[config.mk]
export PLATFORM = sky130hd
export DESIGN_NAME = text_terminal_control_interpreter
export DESIGN_NICKNAME = d
export VERILOG_FILES = /design/src/ttci_pkg.sv /design/src/ttci_decode.sv /design/src/ttci_out_buf.sv /design/src/text_terminal_control_interpreter.sv
export SDC_FILE = /design/constraint.sdc
export NUM_CORES = 1
export LEC_CHECK = 0
export BUFFER_PORTS_ARGS = -buffer_cell sky130_fd_sc_hd__buf_2
export CAP_MARGIN = 20
export CORE_ASPECT_RATIO = 0.8
export CORE_MARGIN = 4
export CORE_UTILIZATION = 53
export CTS_CLUSTER_SIZE = 40
export DETAILED_ROUTE_END_ITERATION = 12
export HOLD_SLACK_MARGIN = 0.02
export PLACE_DENSITY = 0.86
export SYNTH_ARGS = -nofsm -noshare
export SYNTH_HDL_FRONTEND = slang
export SYNTH_SLANG_ARGS = --single-unit
[constraint.sdc]
create_clock -name i_clk -period 2.4 [get_ports i_clk]
set_input_delay 0.48 -clock i_clk [delete_from_list [all_inputs] [get_ports i_clk]]
set_output_delay 0.48 -clock i_clk [all_outputs]
set_load 0.1 [all_outputs]
[src/ttci_pkg.sv]
// Package with the command types, control codes and constants of the terminal interpreter.
`timescale 1ns / 1ps

package ttci_pkg;

    typedef enum logic [2:0] {
        OP_CHAR        = 3'd0,
        OP_CURSOR      = 3'd1,
        OP_SCROLL_UP   = 3'd2,
        OP_SCROLL_DOWN = 3'd3,
        OP_SHAPE       = 3'd4,
        OP_BELL        = 3'd5
    } t_op;

    typedef enum logic [1:0] {
        ESC_IDLE = 2'd0,
        ESC_ROW  = 2'd1,
        ESC_COL  = 2'd2
    } t_esc;

    typedef enum logic [0:0] {
        CFG_MAX_COLUMN    = 1'b0,
        CFG_COLOR_DISPLAY = 1'b1
    } t_cfg_index;

    typedef struct packed {
        logic [6:0] max_column;
        logic       color_display;
    } t_cfg;

    typedef struct packed {
        t_op         op;
        logic [7:0]  char_code;
        logic [7:0]  attribute;
        logic [4:0]  row;
        logic [6:0]  col;
        logic [4:0]  bottom_row;
        logic [6:0]  right_col;
        logic        line_count;
        logic [15:0] cursor_shape;
    } t_cmd;

    // Up to two commands produced by one byte, in issue order.
    typedef struct packed {
        logic [1:0] count;
        t_cmd       cmd0;
        t_cmd       cmd1;
    } t_dec;

    localparam logic [7:0] CODE_ERASE_EOL    = 8'd1;
    localparam logic [7:0] CODE_ERASE_EOS    = 8'd2;
    localparam logic [7:0] CODE_INSERT_LINE  = 8'd3;
    localparam logic [7:0] CODE_ATTR_BLUE    = 8'd4;
    localparam logic [7:0] CODE_ATTR_NORMAL  = 8'd5;
    localparam logic [7:0] CODE_DELETE_LINE  = 8'd6;
    localparam logic [7:0] CODE_BELL         = 8'd7;
    localparam logic [7:0] CODE_BACKSPACE    = 8'd8;
    localparam logic [7:0] CODE_TAB          = 8'd9;
    localparam logic [7:0] CODE_LINE_FEED    = 8'd10;
    localparam logic [7:0] CODE_BRIGHT_ON    = 8'd11;
    localparam logic [7:0] CODE_BRIGHT_OFF   = 8'd12;
    localparam logic [7:0] CODE_RETURN       = 8'd13;
    localparam logic [7:0] CODE_ATTR_PLAIN   = 8'd14;
    localparam logic [7:0] CODE_BLINK_OFF    = 8'd15;
    localparam logic [7:0] CODE_REVERSE      = 8'd16;
    localparam logic [7:0] CODE_BLINK_ON     = 8'd17;
    localparam logic [7:0] CODE_ADDRESS      = 8'd18;
    localparam logic [7:0] CODE_SHAPE_ALT    = 8'd19;
    localparam logic [7:0] CODE_SHAPE_NORMAL = 8'd20;
    localparam logic [7:0] CODE_SPACE        = 8'd32;
    localparam logic [7:0] ADDR_OFFSET       = 8'd32;

    localparam logic [7:0] ATTR_RESET      = 8'h07;
    localparam logic [7:0] ATTR_KEEP_MASK  = 8'h88;
    localparam logic [7:0] ATTR_BLUE       = 8'h01;
    localparam logic [7:0] ATTR_WHITE      = 8'h07;
    localparam logic [7:0] ATTR_REVERSE    = 8'h70;
    localparam logic [7:0] ATTR_BRIGHT     = 8'h08;
    localparam logic [7:0] ATTR_NOT_BRIGHT = 8'hF7;
    localparam logic [7:0] ATTR_BLINK      = 8'h80;
    localparam logic [7:0] ATTR_NOT_BLINK  = 8'h7F;

    localparam logic [15:0] SHAPE_MONO_NORMAL  = 16'h0c0d;
    localparam logic [15:0] SHAPE_MONO_ALT     = 16'h060d;
    localparam logic [15:0] SHAPE_COLOR_NORMAL = 16'h0607;
    localparam logic [15:0] SHAPE_COLOR_ALT    = 16'h0307;

    localparam logic [6:0] MAX_COLUMN_RESET = 7'd79;
    localparam logic [6:0] COL_LIMIT        = 7'd127;

    function automatic t_cmd f_cursor(input logic [4:0] row, input logic [6:0] col);
        t_cmd c;
        c = '0;
        c.op = OP_CURSOR;
        c.row = row;
        c.col = col;
        return c;
    endfunction

    function automatic t_cmd f_window(input t_op op, input logic [7:0] attr,
                                      input logic [4:0] top, input logic [6:0] left,
                                      input logic [4:0] bottom, input logic [6:0] right,
                                      input logic lines);
        t_cmd c;
        c = '0;
        c.op = op;
        c.attribute = attr;
        c.row = top;
        c.col = left;
        c.bottom_row = bottom;
        c.right_col = right;
        c.line_count = lines;
        return c;
    endfunction

endpackage

[src/ttci_decode.sv]
// Combinational decoder: one byte and the terminal state give the commands and the next state.
`timescale 1ns / 1ps

module ttci_decode #(
    parameter int LAST_ROW = 24,
    parameter int ROW_W    = 5
) (
    input  logic [7:0]        i_code,
    input  ttci_pkg::t_cfg    i_cfg,
    input  logic [ROW_W-1:0]  i_row,
    input  logic [6:0]        i_col,
    input  logic [7:0]        i_attr,
    input  ttci_pkg::t_esc    i_esc,
    input  logic [7:0]        i_pending,
    output logic [ROW_W-1:0]  o_row,
    output logic [6:0]        o_col,
    output logic [7:0]        o_attr,
    output ttci_pkg::t_esc    o_esc,
    output logic [7:0]        o_pending,
    output ttci_pkg::t_dec    o_dec
);

    localparam logic [ROW_W-1:0] LastRow  = ROW_W'(LAST_ROW);
    localparam logic [4:0]       LastRow5 = 5'(LAST_ROW);

    logic [7:0]       w_col_off;
    logic [7:0]       w_row_off;
    logic [6:0]       w_addr_col;
    logic [ROW_W-1:0] w_addr_row;
    logic [4:0]       w_row5;
    logic [4:0]       w_row5_next;
    logic             w_row_below;
    logic             w_printable;
    logic [6:0]       w_col_inc;

    // Saturated cursor address from the two offset bytes.
    assign w_col_off  = i_code - ttci_pkg::ADDR_OFFSET;
    assign w_row_off  = i_pending - ttci_pkg::ADDR_OFFSET;
    assign w_addr_col = (i_code < ttci_pkg::ADDR_OFFSET) ? 7'd0 :
                        (w_col_off > {1'b0, i_cfg.max_column}) ? i_cfg.max_column :
                        w_col_off[6:0];
    assign w_addr_row = (i_pending < ttci_pkg::ADDR_OFFSET) ? '0 :
                        (w_row_off > 8'(LAST_ROW)) ? LastRow : ROW_W'(w_row_off);

    assign w_row5      = 5'(i_row);
    assign w_row5_next = 5'(i_row + 1'b1);
    assign w_row_below = (i_row < LastRow);
    assign w_printable = (i_code == 8'd0) || (i_code > ttci_pkg::CODE_SHAPE_NORMAL);
    assign w_col_inc   = (i_col < ttci_pkg::COL_LIMIT) ? i_col + 7'd1 : i_col;

    always_comb begin
        o_row     = i_row;
        o_col     = i_col;
        o_attr    = i_attr;
        o_esc     = i_esc;
        o_pending = i_pending;
        o_dec     = '0;

        if (i_esc == ttci_pkg::ESC_ROW) begin
            o_pending = i_code;
            o_esc     = ttci_pkg::ESC_COL;
        end else if (i_esc == ttci_pkg::ESC_COL) begin
            o_col      = w_addr_col;
            o_row      = w_addr_row;
            o_esc      = ttci_pkg::ESC_IDLE;
            o_dec.count = 2'd1;
            o_dec.cmd0 = ttci_pkg::f_cursor(5'(w_addr_row), w_addr_col);
        end else if (w_printable || i_code == ttci_pkg::CODE_TAB) begin
            // A byte at a column past the margin is dropped.
            if (i_col <= i_cfg.max_column) begin
                o_col       = w_col_inc;
                o_dec.count = 2'd2;
                o_dec.cmd0  = '0;
                o_dec.cmd0.op        = ttci_pkg::OP_CHAR;
                o_dec.cmd0.char_code = w_printable ? i_code : ttci_pkg::CODE_SPACE;
                o_dec.cmd0.attribute = i_attr;
                o_dec.cmd0.row       = w_row5;
                o_dec.cmd0.col       = i_col;
                o_dec.cmd1 = ttci_pkg::f_cursor(w_row5, w_col_inc);
            end
        end else begin
            case (i_code)
                ttci_pkg::CODE_ERASE_EOL: begin
                    o_dec.count = 2'd1;
                    o_dec.cmd0 = ttci_pkg::f_window(ttci_pkg::OP_SCROLL_UP, i_attr, w_row5,
                                                    i_col, w_row5, i_cfg.max_column, 1'b0);
                end
                ttci_pkg::CODE_ERASE_EOS: begin
                    o_dec.count = w_row_below ? 2'd2 : 2'd1;
                    o_dec.cmd0 = ttci_pkg::f_window(ttci_pkg::OP_SCROLL_UP, i_attr, w_row5,
                                                    i_col, w_row5, i_cfg.max_column, 1'b0);
                    o_dec.cmd1 = ttci_pkg::f_window(ttci_pkg::OP_SCROLL_UP, i_attr,
                                                    w_row5_next, 7'd0, LastRow5,
                                                    i_cfg.max_column, 1'b0);
                end
                ttci_pkg::CODE_INSERT_LINE: begin
                    o_col       = 7'd0;
                    o_dec.count = 2'd2;
                    if (w_row_below) begin
                        o_dec.cmd0 = ttci_pkg::f_window(ttci_pkg::OP_SCROLL_DOWN, i_attr,
                                                        w_row5, 7'd0, LastRow5,
                                                        i_cfg.max_column, 1'b1);
                        o_dec.cmd1 = ttci_pkg::f_cursor(w_row5, 7'd0);
                    end else begin
                        // On the bottom row the line is blanked after the cursor move.
                        o_dec.cmd0 = ttci_pkg::f_cursor(w_row5, 7'd0);
                        o_dec.cmd1 = ttci_pkg::f_window(ttci_pkg::OP_SCROLL_UP, i_attr,
                                                        w_row5, 7'd0, w_row5,
                                                        i_cfg.max_column, 1'b0);
                    end
                end
                ttci_pkg::CODE_ATTR_BLUE: begin
                    o_attr = (i_attr & ttci_pkg::ATTR_KEEP_MASK) | ttci_pkg::ATTR_BLUE;
                end
                ttci_pkg::CODE_ATTR_NORMAL, ttci_pkg::CODE_ATTR_PLAIN: begin
                    o_attr = (i_attr & ttci_pkg::ATTR_KEEP_MASK) | ttci_pkg::ATTR_WHITE;
                end
                ttci_pkg::CODE_DELETE_LINE: begin
                    o_col       = 7'd0;
                    o_dec.count = 2'd2;
                    o_dec.cmd0 = ttci_pkg::f_window(ttci_pkg::OP_SCROLL_UP, i_attr, w_row5,
                                                    7'd0, LastRow5, i_cfg.max_column, 1'b1);
                    o_dec.cmd1 = ttci_pkg::f_cursor(w_row5, 7'd0);
                end
                ttci_pkg::CODE_BELL: begin
                    o_dec.count   = 2'd1;
                    o_dec.cmd0    = '0;
                    o_dec.cmd0.op = ttci_pkg::OP_BELL;
                end
                ttci_pkg::CODE_BACKSPACE: begin
                    if (i_col != 7'd0) begin
                        o_col       = i_col - 7'd1;
                        o_dec.count = 2'd1;
                        o_dec.cmd0  = ttci_pkg::f_cursor(w_row5, i_col - 7'd1);
                    end
                end
                ttci_pkg::CODE_LINE_FEED: begin
                    o_dec.count = 2'd1;
                    if (w_row_below) begin
                        o_row      = i_row + 1'b1;
                        o_dec.cmd0 = ttci_pkg::f_cursor(w_row5_next, i_col);
                    end else begin
                        o_dec.cmd0 = ttci_pkg::f_window(ttci_pkg::OP_SCROLL_UP, i_attr, 5'd0,
                                                        7'd0, LastRow5, i_cfg.max_column,
                                                        1'b1);
                    end
                end
                ttci_pkg::CODE_BRIGHT_ON: begin
                    o_attr = i_attr | ttci_pkg::ATTR_BRIGHT;
                end
                ttci_pkg::CODE_BRIGHT_OFF: begin
                    o_attr = i_attr & ttci_pkg::ATTR_NOT_BRIGHT;
                end
                ttci_pkg::CODE_RETURN: begin
                    o_col = 7'd0;
                    if (i_col < i_cfg.max_column) begin
                        o_dec.count = 2'd2;
                        o_dec.cmd0 = ttci_pkg::f_window(ttci_pkg::OP_SCROLL_UP, i_attr,
                                                        w_row5, i_col, w_row5,
                                                        i_cfg.max_column, 1'b0);
                        o_dec.cmd1 = ttci_pkg::f_cursor(w_row5, 7'd0);
                    end else begin
                        o_dec.count = 2'd1;
                        o_dec.cmd0  = ttci_pkg::f_cursor(w_row5, 7'd0);
                    end
                end
                ttci_pkg::CODE_BLINK_OFF: begin
                    o_attr = i_attr & ttci_pkg::ATTR_NOT_BLINK;
                end
                ttci_pkg::CODE_REVERSE: begin
                    o_attr = (i_attr & ttci_pkg::ATTR_KEEP_MASK) | ttci_pkg::ATTR_REVERSE;
                end
                ttci_pkg::CODE_BLINK_ON: begin
                    o_attr = i_attr | ttci_pkg::ATTR_BLINK;
                end
                ttci_pkg::CODE_ADDRESS: begin
                    o_esc = ttci_pkg::ESC_ROW;
                end
                ttci_pkg::CODE_SHAPE_ALT: begin
                    o_dec.count   = 2'd1;
                    o_dec.cmd0    = '0;
                    o_dec.cmd0.op = ttci_pkg::OP_SHAPE;
                    o_dec.cmd0.cursor_shape = i_cfg.color_display ?
                        ttci_pkg::SHAPE_COLOR_ALT : ttci_pkg::SHAPE_MONO_ALT;
                end
                default: begin
                    o_dec.count   = 2'd1;
                    o_dec.cmd0    = '0;
                    o_dec.cmd0.op = ttci_pkg::OP_SHAPE;
                    o_dec.cmd0.cursor_shape = i_cfg.color_display ?
                        ttci_pkg::SHAPE_COLOR_NORMAL : ttci_pkg::SHAPE_MONO_NORMAL;
                end
            endcase
        end
    end

endmodule

[src/ttci_out_buf.sv]
// Two-slot result register that holds the commands of one byte until the sink takes them.
`timescale 1ns / 1ps

module ttci_out_buf (
    input  logic           i_clk,
    input  logic           i_rst_n,
    input  logic           i_load,
    input  ttci_pkg::t_dec i_dec,
    input  logic           i_m_tready,
    output logic           o_ready,
    output logic           o_m_tvalid,
    output ttci_pkg::t_cmd o_cmd,
    output logic           o_m_tlast
);

    logic [1:0]     r_count;
    logic [1:0]     n_count;
    ttci_pkg::t_cmd r_slot0;
    ttci_pkg::t_cmd n_slot0;
    ttci_pkg::t_cmd r_slot1;
    ttci_pkg::t_cmd n_slot1;
    logic           r_last0;
    logic           n_last0;
    logic           w_pop;

    assign w_pop = (r_count != 2'd0) && i_m_tready;
    // A new byte may enter once the slots are empty by the end of this cycle.
    assign o_ready = (r_count == 2'd0) || ((r_count == 2'd1) && i_m_tready);

    always_comb begin
        n_count = r_count;
        n_slot0 = r_slot0;
        n_slot1 = r_slot1;
        n_last0 = r_last0;
        if (i_load) begin
            n_count = i_dec.count;
            n_slot0 = i_dec.cmd0;
            n_slot1 = i_dec.cmd1;
            n_last0 = (i_dec.count == 2'd1);
        end else if (w_pop) begin
            n_count = r_count - 2'd1;
            n_slot0 = r_slot1;
            n_last0 = 1'b1;
        end
    end

    always_ff @(posedge i_clk) begin
        if (!i_rst_n) begin
            r_count <= 2'd0;
        end else begin
            r_count <= n_count;
        end
    end

    always_ff @(posedge i_clk) begin
        r_slot0 <= n_slot0;
        r_slot1 <= n_slot1;
        r_last0 <= n_last0;
    end

    assign o_m_tvalid = (r_count != 2'd0);
    assign o_cmd      = r_slot0;
    assign o_m_tlast  = r_last0;

endmodule

[src/text_terminal_control_interpreter.sv]
// Top level of the terminal control interpreter: state, configuration and stream ports.
//
//  Channel | Direction | Beat contents
//  s       | in        | tdata[7:0] code
//  m       | out       | tdata op, char_code, attribute, row, col, bottom_row, right_col,
//          |           | line_count, cursor_shape (from bit 0 up); tlast last
//  cfg     | in        | i_cfg_we, i_cfg_index (0 max_column, 1 color_display), i_cfg_data
//
// A byte is decoded in the cycle it is accepted and its commands sit in the result
// register on the next cycle. A byte with one or no command may follow every cycle while
// the sink takes each command; one with two commands holds the input until the second drains.
// Reset is synchronous; it clears cursor, escape state and result slots and sets attribute 07h.
// A stalled sink stops the input as soon as the result slots cannot empty in time.
`timescale 1ns / 1ps

module text_terminal_control_interpreter #(
    parameter int LAST_ROW = 24
) (
    input  logic        i_clk,
    input  logic        i_rst_n,
    input  logic        i_s_tvalid,
    output logic        o_s_tready,
    input  logic [7:0]  i_s_tdata,   // [7:0] code
    output logic        o_m_tvalid,
    input  logic        i_m_tready,
    // [2:0] op, [10:3] char_code, [18:11] attribute, [23:19] row, [30:24] col,
    // [35:31] bottom_row, [42:36] right_col, [43] line_count, [59:44] cursor_shape
    output logic [63:0] o_m_tdata,
    output logic        o_m_tlast,
    input  logic        i_cfg_we,
    input  logic [0:0]  i_cfg_index,
    input  logic [6:0]  i_cfg_data
);

    localparam int ROW_W = $clog2(LAST_ROW + 1);

    ttci_pkg::t_cfg   r_cfg;
    logic [ROW_W-1:0] r_row;
    logic [ROW_W-1:0] n_row;
    logic [6:0]       r_col;
    logic [6:0]       n_col;
    logic [7:0]       r_attr;
    logic [7:0]       n_attr;
    ttci_pkg::t_esc   r_esc;
    ttci_pkg::t_esc   n_esc;
    logic [7:0]       r_pending;
    logic [7:0]       n_pending;
    ttci_pkg::t_dec   w_dec;
    ttci_pkg::t_cmd   w_cmd;
    logic             w_ready;
    logic             w_accept;

    assign o_s_tready = w_ready;
    assign w_accept   = i_s_tvalid && w_ready;

    always_ff @(posedge i_clk) begin
        if (!i_rst_n) begin
            r_cfg.max_column    <= ttci_pkg::MAX_COLUMN_RESET;
            r_cfg.color_display <= 1'b1;
        end else if (i_cfg_we) begin
            case (i_cfg_index)
                ttci_pkg::CFG_MAX_COLUMN:    r_cfg.max_column    <= i_cfg_data;
                ttci_pkg::CFG_COLOR_DISPLAY: r_cfg.color_display <= i_cfg_data[0];
                default: ;
            endcase
        end
    end

    ttci_decode #(
        .LAST_ROW (LAST_ROW),
        .ROW_W    (ROW_W)
    ) u_decode (
        .i_code    (i_s_tdata),
        .i_cfg     (r_cfg),
        .i_row     (r_row),
        .i_col     (r_col),
        .i_attr    (r_attr),
        .i_esc     (r_esc),
        .i_pending (r_pending),
        .o_row     (n_row),
        .o_col     (n_col),
        .o_attr    (n_attr),
        .o_esc     (n_esc),
        .o_pending (n_pending),
        .o_dec     (w_dec)
    );

    always_ff @(posedge i_clk) begin
        if (!i_rst_n) begin
            r_row     <= '0;
            r_col     <= 7'd0;
            r_attr    <= ttci_pkg::ATTR_RESET;
            r_esc     <= ttci_pkg::ESC_IDLE;
            r_pending <= 8'd0;
        end else if (w_accept) begin
            r_row     <= n_row;
            r_col     <= n_col;
            r_attr    <= n_attr;
            r_esc     <= n_esc;
            r_pending <= n_pending;
        end
    end

    ttci_out_buf u_out_buf (
        .i_clk      (i_clk),
        .i_rst_n    (i_rst_n),
        .i_load     (w_accept),
        .i_dec      (w_dec),
        .i_m_tready (i_m_tready),
        .o_ready    (w_ready),
        .o_m_tvalid (o_m_tvalid),
        .o_cmd      (w_cmd),
        .o_m_tlast  (o_m_tlast)
    );

    assign o_m_tdata = {4'd0, w_cmd.cursor_shape, w_cmd.line_count, w_cmd.right_col,
                        w_cmd.bottom_row, w_cmd.col, w_cmd.row, w_cmd.attribute,
                        w_cmd.char_code, w_cmd.op};

endmodule

### After elaboration in Yosys (flattened, before gate mapping)

Cells that the tools add are included.

| storage, ports and cells | value |
|---|---|
| input port bits | 21 |
| logic and storage cells | 154 |
| flip-flop bits (word level) | 161 |
| output and inout port bits | 67 |

| cells by class | value |
|---|---|
| mux-type cells | 41 |
| order comparisons | 9 |
| equal/unequal tests | 27 |
| bitwise logic cells | 11 |
| add/subtract/negate cells | 6 |
| reduce and logical (&&, ||, !) cells | 31 |

Operators by type and width:

| kind | number |
|---|---|
| $pmux 62 s10 | 1 |
| $mux 122 | 3 |
| $pmux 60 s4 | 1 |
| $mux 60 | 3 |
| $mux 62 | 2 |
| $mux 119 | 1 |
| $eq 8x4->1 const B | 8 |
| $mux 61 | 1 |
| $mux 59 | 1 |
| $mux 58 | 1 |
| $pmux 8 s7 | 1 |
| $mux 7 | 7 |
| $eq 8x3->1 const B | 4 |
| $eq 8x5->1 const B | 4 |
| $mux 5 | 6 |
| $reduce_and 10->1 | 2 |
| $eq 8x2->1 const B | 2 |
| $gt 8x5->1 const B | 2 |
| $lt 8x6->1 const B | 2 |
| $sub 8x6->8 const B | 2 |
| $mux 2 | 7 |
| $pmux 7 s2 | 1 |
| $mux 12 | 1 |
| $reduce_bool 2->1 | 6 |
| 34 further kinds | 56 |

### Longest topological paths before layout

Gate-level depths: netlist of run 1.

| logic depth | value |
|---|---|
| depth in word-level cells | 9 |
| gate-level depth with buffers | 12 |
| mapped depth without buffers | 11 |

### Modules after synthesis

A second synthesis of run 1 with hierarchy kept.

| second synthesis, totals | value |
|---|---|
| cell total of the unflattened synthesis | 975 |
| area, all modules | 9,962.1 sq um |

By module, submodules not included:

| module | area an instance (sq um) | cells an instance | times used | sequential area each (sq um) |
|---|---|---|---|---|
| ttci_out_buf | 4,809.6 | 209 | 1 | 3,673.5 |
| ttci_decode | 3,649.8 | 590 | 1 | 0.0 |
| text_terminal_control_interpreter | 1,502.7 | 176 | 1 | 760.7 |

### Worst setup path before layout of run 1

No wires, ideal clock.

| path | value |
|---|---|
| path type | register to register |
| from | register u_out_buf.r_count[0] |
| to | register u_out_buf.r_last0, in the netlist u_out_buf.o_m_tlast, data pin |
| arrival time | 2.933 ns |
| required time | 2.081 ns |
| path slack | -0.852 ns |
| period minus slack after synthesis | 3.252 ns |
| library setup time | 0.319 ns |
| cell stages (with the launch flop) | 8 |
| path buffers | 1 |
| cells stage by stage | dfxtp_1 > inv_1 > ha_1 > a21o_1 > nand2_1 > clkinv_1 > clkbuf_1 > o31ai_1 |

| between the ends | value |
|---|---|
| word-level cells in the longest chain between the ends | 5 |
| elaborated cells between the ends (all ways) | 6 |
| classes of those cells | 1 x eq/ne; 1 x mux; 4 x reduce/logical |

Ends and longest elaborated chain:

| what | RTL line | RTL |
|---|---|---|
| from (decl) | ttci_out_buf.sv:16 | `logic [1:0] r_count;` |
| from (signal assigned) | ttci_out_buf.sv:51 | `r_count <= n_count;` |
| $eq 2x1->1 | ttci_out_buf.sv:28 | `assign o_ready = (r_count == 2'd0) \|\| ((r_count == 2'd1) && i_m_tready);` |
| $logic_and 1x1->1 | ttci_out_buf.sv:28 |  |
| $logic_or 1x1->1 (*) | ttci_out_buf.sv:28 |  |
| via o_s_tready | text_terminal_control_interpreter.sv:22 | `output logic o_s_tready,` |
| $logic_and 1x1->1 (*) | text_terminal_control_interpreter.sv:54 | `assign w_accept = i_s_tvalid && w_ready;` |
| via u_out_buf.i_load | ttci_out_buf.sv:7 | `input logic i_load,` |
| $mux 1 (*) | ttci_out_buf.sv:35 | `if (i_load) begin` |
| to (signal assigned) | ttci_out_buf.sv:58 | `r_last0 <= n_last0;` |
| to (decl) | ttci_out_buf.sv:22 | `logic r_last0;` |

The timed path passes the listed nets; every way through them passes the cells marked *.
A chain may end at the register's enable or synchronous reset.

==> out/summary.md, run 1 <==
Buffers inserted during clock tree synthesis total 17. Clock-pin slew was measured on the worst setup and hold paths at 70 ps. The period utilization was 101%. Adding up every negative setup slack in the final design gives -62.0 ps. The checks that failed: setup timing.

Relative to the synthesized area, the layout overhead comes to 35.5%. Row generation in the floorplan step produced 36 rows. The critical path is of the flip-flop to flip-flop type. Port buffering added 75 buffers.

The cell at the root of the clock tree was clkbuf_16. The area of the die is 14500 um^2. On the final layout, the worst clock skew is 11.7 ps.

The first routing iteration left 882 violations. The logs give 29.7% for the overall routing resource usage and 0 for the number of hold violations in the final report. TritonCTS built the clock tree. The worst pin sits at a relative slew slack of 47.5%. The logs give -33.6 ps for the worst-case setup margin in the final layout and 15400 um for the post-DP HPWL. The total congestion overflow after global routing was 0; the pin count of the biggest net entering global routing was 46.

The biggest area consumer among synthesized cells is edfxtp_1. After synthesis the cells add up to 6710 um^2. The standby leakage power was 3.67 nW; the largest fanout on the critical path was 5. The number of max-slew violations in the final report came out at 0. The area share of the leading cell type in the synthesized netlist works out to 35.3%. The per-cell via count in the routed design was 6.16; the count of yosys warnings during synthesis was 0. The total number of nets in the final design is 921. In the synthesized netlist the dominant register cell turns out to be edfxtp_1. After synthesis, the cell types taking the most area are edfxtp_1 (35%), dfxtp_1 (11%), ha_1 (4.5%).

The tools report the sort of element at the end of the critical path as a flip-flop. The number of top-level design ports was 88; the unique cell type count in the Yosys netlist was 84. From left edge to right edge, the die measures 134 um.

STA puts the critical path data arrival time at 2600 ps. In this run, synthesis inferred 79 flip-flops with an integrated enable. For the via count of the first global-routing pass, the log shows 6300. Counting every instance in the synthesized netlist gives 687. The mean instance size in the synthesized netlist came out at 9.77 um^2.

The launch point of the worst reg-to-reg path is r_cfg[4]. CTS saw 116 sinks. The vertical die dimension is 109 um. The tools report the count of maximum capacitance violations as 0.

For this configuration, the core starts out at a cell density of 54.6%. The total number of H-tree levels is 4. Before CTS, the worst setup slack after placement is -378 ps. The worst setup path is launched from a flip-flop. Hold timing on the final database bottoms out at a slack of 286 ps.

The first-pass iteration count of the detailed router was 8. Setup violations remaining at the end of the flow were counted as 2. Pin slew with the least headroom to its limit: 785 ps. Type of the most critical hold path: primary input to flip-flop.

The run finished, with violations left. For the number of hold-repair buffers added at the cts stage, the log shows 0. At the end of routability-driven placement, the weighted congestion stood at 1.05. The worst path buffer plus inverter count is 1. The initial antenna violation count is 1. The hold path startpoint was i_cfg_data[1]. STA puts the critical path data required time at 2560 ps.

For this run, design rule violations remaining after detail routing come to 0. The run gives 9100 um^2 as the final instance area. The tools report the worst setup path startpoint as r_cfg[4]. The delay of the slowest cell on the worst path is 440 ps, and the maximum resistive drop on vdd is 0.688 mV. The count of inserted antenna diode cells was 0.

The synthesis-stage register bit count came out at 116. The tools report the placed standard-cell area as 8170 um^2. The first global-routing pass estimated 32800 um of wire. Clock latency on the worst-skew pair, taken at its later pin, is 440 ps. The critical path's top delay family was compound AO/OA/AOI/OAI gates.

Setup repair after global routing could not meet its margin everywhere. After filler insertion, the fill cell instance count of the layout stands at 794. Dividing total power by cell area gives a power density of 959 nW/um^2. The run gives 46.4% as the part of the Yosys area used for sequential elements. Detailed routing inserted a total of 6526 vias. The mean routed wirelength per cell is 20.5 um.

Derived from the worst setup path, the maximum achievable clock frequency is 0.411 GHz. The layout cell share with drive strength beyond 1 came out at 37.5%. Traced cell by cell, the critical path runs through inv_2 > ha_4 > nand4_1 > a21oi_4 > nor2_4 > o21a_1 > or3_4 > a2bb2oi_2 > o221ai_2.

The count of nets left with antenna violations once routing finished came out at 0. The run gives 21700 um as the wire length reported by the detailed router. The maximum clock path buffer count was 2; the post-layout minimum cycle time was 2430 ps. After synthesis, the share of flip-flops with an asynchronous set or reset is 0%. The core region is 12300 um^2. The largest individual stage delay along the critical path comes from the cell or3_4.
-- through the flow --
step	cells	total power, mW	utilization, %
2_1_floorplan	698	5.27	-
3_3_place_gp	1024	5.98	66.4
3_5_place_dp	1024	6.05	66.4
4_1_cts	1059	8.61	72.5
5_1_grt	1060	9.00	74.0
6_report	1060	8.72	74.0
-- final timing paths --
check                             end  slack (ps)  cells after the start
hold reg to reg          r_pending[4]         480                      2
setup / recovery  u_out_buf.o_cmd[39]         -30                      9
setup reg to reg  u_out_buf.o_cmd[39]         -30                      9
hold / removal               r_cfg[2]         290                      3
-- area by class of cell --
cell class              count  area [um^2]  share of cell area, %
inverters                  27          104                   1.14
repair buffers            218         1510                   16.6
multi-input cells         496         3560                   39.1
flip-flops and latches    116         3120                   34.3
well taps                 171          214                   2.35
clock inverters            14          133                   1.46
clock buffers              18          450                   4.95
-- worst register-to-register path, cell delays in order (launching register included) --
cell       delay (ps)
dfxtp_2           330
inv_2              80
ha_4              280
nand4_1           200
a21oi_4           280
nor2_4             70
o21a_1            190
or3_4             450
a2bb2oi_2         170
o221ai_2          100
-- sequential cells by signal (all words and copies together) (netlist names) --
name and flops:
r_col 7, u_out_buf.o_m_tlast 1, r_cfg 8, r_attr 5
u_out_buf.o_cmd 48, r_row 5, r_pending 8, r_esc 2
u_out_buf.r_count 2, u_out_buf.r_slot1 30
-- layer usage --
layer / global-route usage [%] / share of wire, %
met1: 37.5 / 40
met2: 48.2 / 46
met3: 8.30 / 9.9
met4: 12.9 / 3.9
met5: 0 / 0.032
-- what timing repair did --
item,in CTS,in global routing
gates cloned,1,0
resized for setup,25,42
setup buffers,2,1
pin swaps,8,19
endpoints found under the setup margin,45,63
-- logic make-up (layout without fill, tap and decap cells) --
| family | count (synthesis) | after routing | share of synthesized area (%) |
|---|---|---|---|
| simple gates | 241 | 241 | 18.6 |
| compound gates | 198 | 199 | 21.4 |
| flops | 116 | 116 | 46.4 |
| buf+inv | 87 | 277 | 6.28 |
| fa+ha+maj | 24 | 24 | 4.47 |
| xor+xnor | 11 | 11 | 1.44 |
| mux | 9 | 9 | 1.40 |
| other cells | 1 | 12 | 0.0559 |
-- Yosys cell counts (4+ instances only) --
| master | instances |
|---|---|
| o211ai_1 | 9 |
| nand2b_1 | 4 |
| nor2b_1 | 10 |
| a21boi_0 | 11 |
| ha_1 | 24 |
| xnor2_1 | 5 |
| nor2_1 | 46 |
| buf_2 | 13 |
| a21o_1 | 5 |
| clkbuf_1 | 27 |
| mux2i_1 | 6 |
| a21oi_2 | 5 |
| buf_4 | 17 |
| inv_1 | 24 |
| o21ai_2 | 4 |
| o21ai_0 | 32 |
| a21oi_1 | 39 |
| edfxtp_1 | 79 |
| and3_1 | 6 |
| dfxtp_1 | 37 |
| nor3_1 | 14 |
| o211a_1 | 5 |
| o22ai_1 | 7 |
| a211oi_1 | 4 |
| a211o_1 | 4 |
| o21a_1 | 6 |
| xor2_1 | 6 |
| a31oi_1 | 5 |
| a221o_1 | 4 |
| nand3_1 | 23 |
| and2_1 | 23 |
| nand4_1 | 7 |
| or3_1 | 10 |
| nand2_1 | 69 |
| a22o_1 | 16 |
-- layout by cell type (no fill, tap or decap), types with 5 or more instances in the layout --
cell,netlist,routed
mux2i_1,6,6
nor3_1,14,13
o21a_1,6,6
clkbuf_16,0,18
o21ai_1,3,8
o22ai_1,7,7
a31oi_1,5,5
nor2b_1,10,10
dfxtp_2,0,8
ha_4,0,9
or3_1,10,9
o211ai_1,9,9
dfxtp_1,37,29
buf_2,13,75
and2_1,23,23
nand4_1,7,7
edfxtp_1,79,79
and3_1,6,6
inv_6,0,8
o211a_1,5,5
conb_1,1,12
nand2_1,69,68
o21ai_2,4,5
inv_1,24,15
a22o_1,16,16
xnor2_1,5,5
nand3_1,23,23
a21oi_2,5,10
xor2_1,6,6
a21oi_1,39,32
ha_1,24,15
a21boi_0,11,11
inv_2,0,8
o21ai_0,32,25
buf_4,17,135
nor2_1,46,43
-- power breakdown --
| part | switching [mW] | internal, mW |
|---|---|---|
| Combinational | 2.69 | 0.850 |
| Clock | 1.08 | 1.43 |
| Sequential | 0.124 | 2.54 |
Note: power is estimated with default switching activity, not from simulation.
==> run 2: changes to the inputs <==
- CORE_UTILIZATION: 53 -> 56
- PLACE_DENSITY: 0.86 -> 0.88
- SYNTH_HIERARCHICAL: default -> 1
==> run 2 against run 1 <==
The run still ends with setup timing left. Maximum frequency is 4.4% lower. Core utilization rose by 0.85 points. Synthesized cell count is 42% higher. Cell area rose by 43%. Final cell count rose by 36%. Highest routed layer is now met4. Die area up 38%. Non-clock buffer count grew 62. Critical path type unchanged. Register-to-register slack got worse by 110 ps. Critical endpoint is now u_out_buf/o_cmd[30]. Critical path depth up 1. Via count is 37% higher.
==> out/summary.md, run 2 <==
Startpoint-to-endpoint class of the critical path: flip-flop to flip-flop. The delay of the slowest cell on the worst path is 340 ps. Setup repair after global routing could not meet its margin everywhere. The worst-case setup margin in the final layout was -144 ps; the wire length reported by the detailed router was 31600 um.

Hold is met by 281 ps. Input and output buffers added on the ports amount to 83. The die covers 20000 um^2.

The logs give 8239 for the via count of the first global-routing pass and 10.6 mW for the power consumption. The slowest cell on the critical path was dfxtp_2. The later pin in the worst-skew pair is clocked with a latency of 450 ps.

Cell at the root of the clock tree: clkbuf_16. Buffers inserted to repair hold after CTS numbered 0. The largest total area in the synthesized netlist belongs to edfxtp_1.

Headroom to the max-slew limit came out at 52.9%. The destination of the worst hold path was r_cfg[6]. The critical path required time was 2600 ps; the layout cell share with drive strength beyond 1 was 40.1%.

The count of maximum capacitance violations came out at 0. The clock passes through at most 2 buffers. The maximum resistive drop on vdd was 0.456 mV; the total clock buffers created by CTS was 17.

Before antenna repair, the detailed router went through 7 iterations. Along the worst path, the maximum fanout reaches 5. The mean routed wirelength per cell came out at 21.9 um. The library cell used most frequently in the layout, excluding fill and tap cells, is buf_4. Once layout is complete, the utilization of the core stands at 74.8%.

The standby leakage power is 5.33 nW, and the setup slack of the most critical reg-to-reg path is -140 ps. The worst register-to-register path has a depth of 10. For this block, the via count after detailed routing is 8911. Global routing consumed, over all layers together, 30.1% of the routing resources. The area share of the leading cell type in the synthesized netlist came out at 36.5%. The worst setup path is launched from a flip-flop. For this run, design rule violations remaining after detail routing come to 0.

The worst endpoint data arrival time was 2740 ps; the number of setup violations in the final report was 35. The worst hold path cell count was 3; the worst setup skew after layout was 17.2 ps. The routability congestion estimate from global placement is 1.04. At the pin with the least slew margin, the transition time is 696 ps. The tools report the total congestion overflow after global routing as 0. Per-cell via count in the routed design: 6.18. The critical path goes through inv_2 > ha_4 > nand4_1 > a21oi_4 > o31a_1 > buf_6 > a21oi_4 > o32ai_4 > a21oi_2 > mux2_4. In this run, placement finished with an instance count of 1396. In the synthesized netlist, the number of instances is 975.

During synthesis, Yosys emitted a total of 6 warnings. The initial utilization of the core area, before any placement, comes to 57.3%. In this run the remaining antenna-violating nets after routing total 0. After synthesis, the netlist uses 80 different library cells.

Yosys attributes the largest share of cell area to edfxtp_1 (36%), mux2_4 (8.6%), dfxtp_1 (8.0%). The run gives 0 as the number of hold violations in the final report. The final layout contains 1252 nets. After synthesis the cells add up to 9960 um^2. The area growth from synthesis to layout is 30.5%. The first global-routing pass estimated 46200 um of wire.

The H-tree was split into 4 levels. The mean instance size in the synthesized netlist works out to 10.2 um^2. The launch point of the worst reg-to-reg path was r_cfg[7].

In this run the power density over the cells is 817 nW/um^2. The number of top-level design ports is 88. The worst hold path belongs to the class primary input to flip-flop. Timing would allow up to 0.393 GHz.

edfxtp_1 is the most common cell in the netlist. The run gives 1254 as the first-iteration detailed-routing DRC count. The wire-length estimate of the detail-placed layout is 21500 um. The checks that failed: setup timing.

The floorplan has 43 rows. After clock tree synthesis, the clock-pin slew on the worst setup and hold paths is 70 ps. The period utilization works out to 106%.

The tools report the filler cell count in the final layout as 1144. The post-layout minimum cycle time was 2540 ps. TritonCTS built the clock tree. In the layout the commonest cells are buf_4 (172), edfxtp_1 (121), nand2_1 (94). Counting flops with an async set or reset pin after synthesis yields a share of 0%.

In this design, the critical path's most frequently occurring cell is a21oi_4. The number of standard cells in the layout, taps in and fillers out came out at 1443. The synthesized design contains 161 register bits. The sort of element at the end of the critical path is a flip-flop. The logs give 44.5% for the part of the Yosys area used for sequential elements and 0 for the count of inserted antenna diode cells.

The vertical die dimension was 127 um. The floorplan die width works out to 157 um. The predominant post-synthesis flop cell is edfxtp_1. The clock net in this run drives a total of 161 sinks. The number of enable-type register cells in the synthesized netlist is 121. The commonest cells after synthesis are edfxtp_1 (121), nand2_1 (98), mux2_4 (57). The flow ran to the end, but the final reports show violations. The worst register-to-register path ends at u_out_buf/o_cmd[30].

The logs give 17400 um^2 for the area of the core region and 0 for the number of max-slew violations in the final report. The tools report the hold path startpoint as i_cfg_data[5]. Entering global routing, the biggest net connects 57 pins. Setup total negative slack on the finished layout was measured at -3170 ps. Initial antenna violation count: 0.
-- run 2: timing repair --
| action | in CTS | in global routing |
|---|---|---|
| pin swaps | 30 | 46 |
| setup endpoints to repair | 55 | 54 |
| gates cloned | 0 | 0 |
| setup buffers | 7 | 11 |
| gates resized for setup | 60 | 78 |
-- run 2: metrics by stage --
stage               setup slack (ps)  instance area [um^2]
floorplan                       -679                 10300
global placement                -671                 11700
detailed placement              -668                 11700
CTS                             -115                 12600
global route                    -215                 13000
finish                          -144                 13000
-- run 2: metal layers --
layer / vias to the layer above / part of all wire [%] / track usage, %
met5: - / 0 / 0
met4: 0 / 3.1 / 9.96
met3: 93 / 10 / 7.92
met2: 573 / 46 / 46.6
met1: 4250 / 41 / 41.4
li1: 3995 / - / -
-- run 2: cell families after synthesis --
group	synth area share [%]
AOI/OAI and AO/OA	14.6
xor gates and xnor gates	0.967
adders and majority gates	3.24
buffers and inverters	8.55
DFF	44.5
muxes	9.75
other	0.0754
and+or+nand+nor	18.3
-- run 2: worst max-delay path, delay by kind of cell (launching register included) --
family,cells,cell delay [ps]
AND/OR/NAND/NOR,1,190
flip-flops,1,340
AO/OA/AOI/OAI,5,1020
buffers and inverters,2,220
multiplexers,1,260
adder cells (fa/ha/maj),1,270
-- run 2: worst max path at each step --
stage,startpoint,end
after global placement,i_s_tdata[7],u_out_buf/o_cmd[31]
after global routing,r_cfg[4],u_out_buf/o_cmd[30]
after CTS,r_cfg[2],u_out_buf/o_cmd[30]
after floorplan,u_out_buf/r_count[1],u_out_buf/o_cmd[0]
final,r_cfg[7],u_out_buf/o_cmd[30]
after detailed placement,i_s_tdata[7],u_out_buf/o_cmd[31]
-- run 2: final cells by class --
class | instances | area, um^2 | area share [%]
repair buffers | 280 | 2060 | 15.8
inverters | 40 | 179 | 1.38
flip-flops and latches | 161 | 4460 | 34.3
multi-input cells | 706 | 5470 | 42.1
clock buffers | 17 | 425 | 3.27
well taps | 225 | 282 | 2.17
clock inverters | 14 | 134 | 1.03
-- run 2: power by group --
group / internal, mW / switching, mW
combinational: 1.06 / 3.20
sequential: 3.59 / 0.146
clock: 1.44 / 1.19
total: 6.08 / 4.54
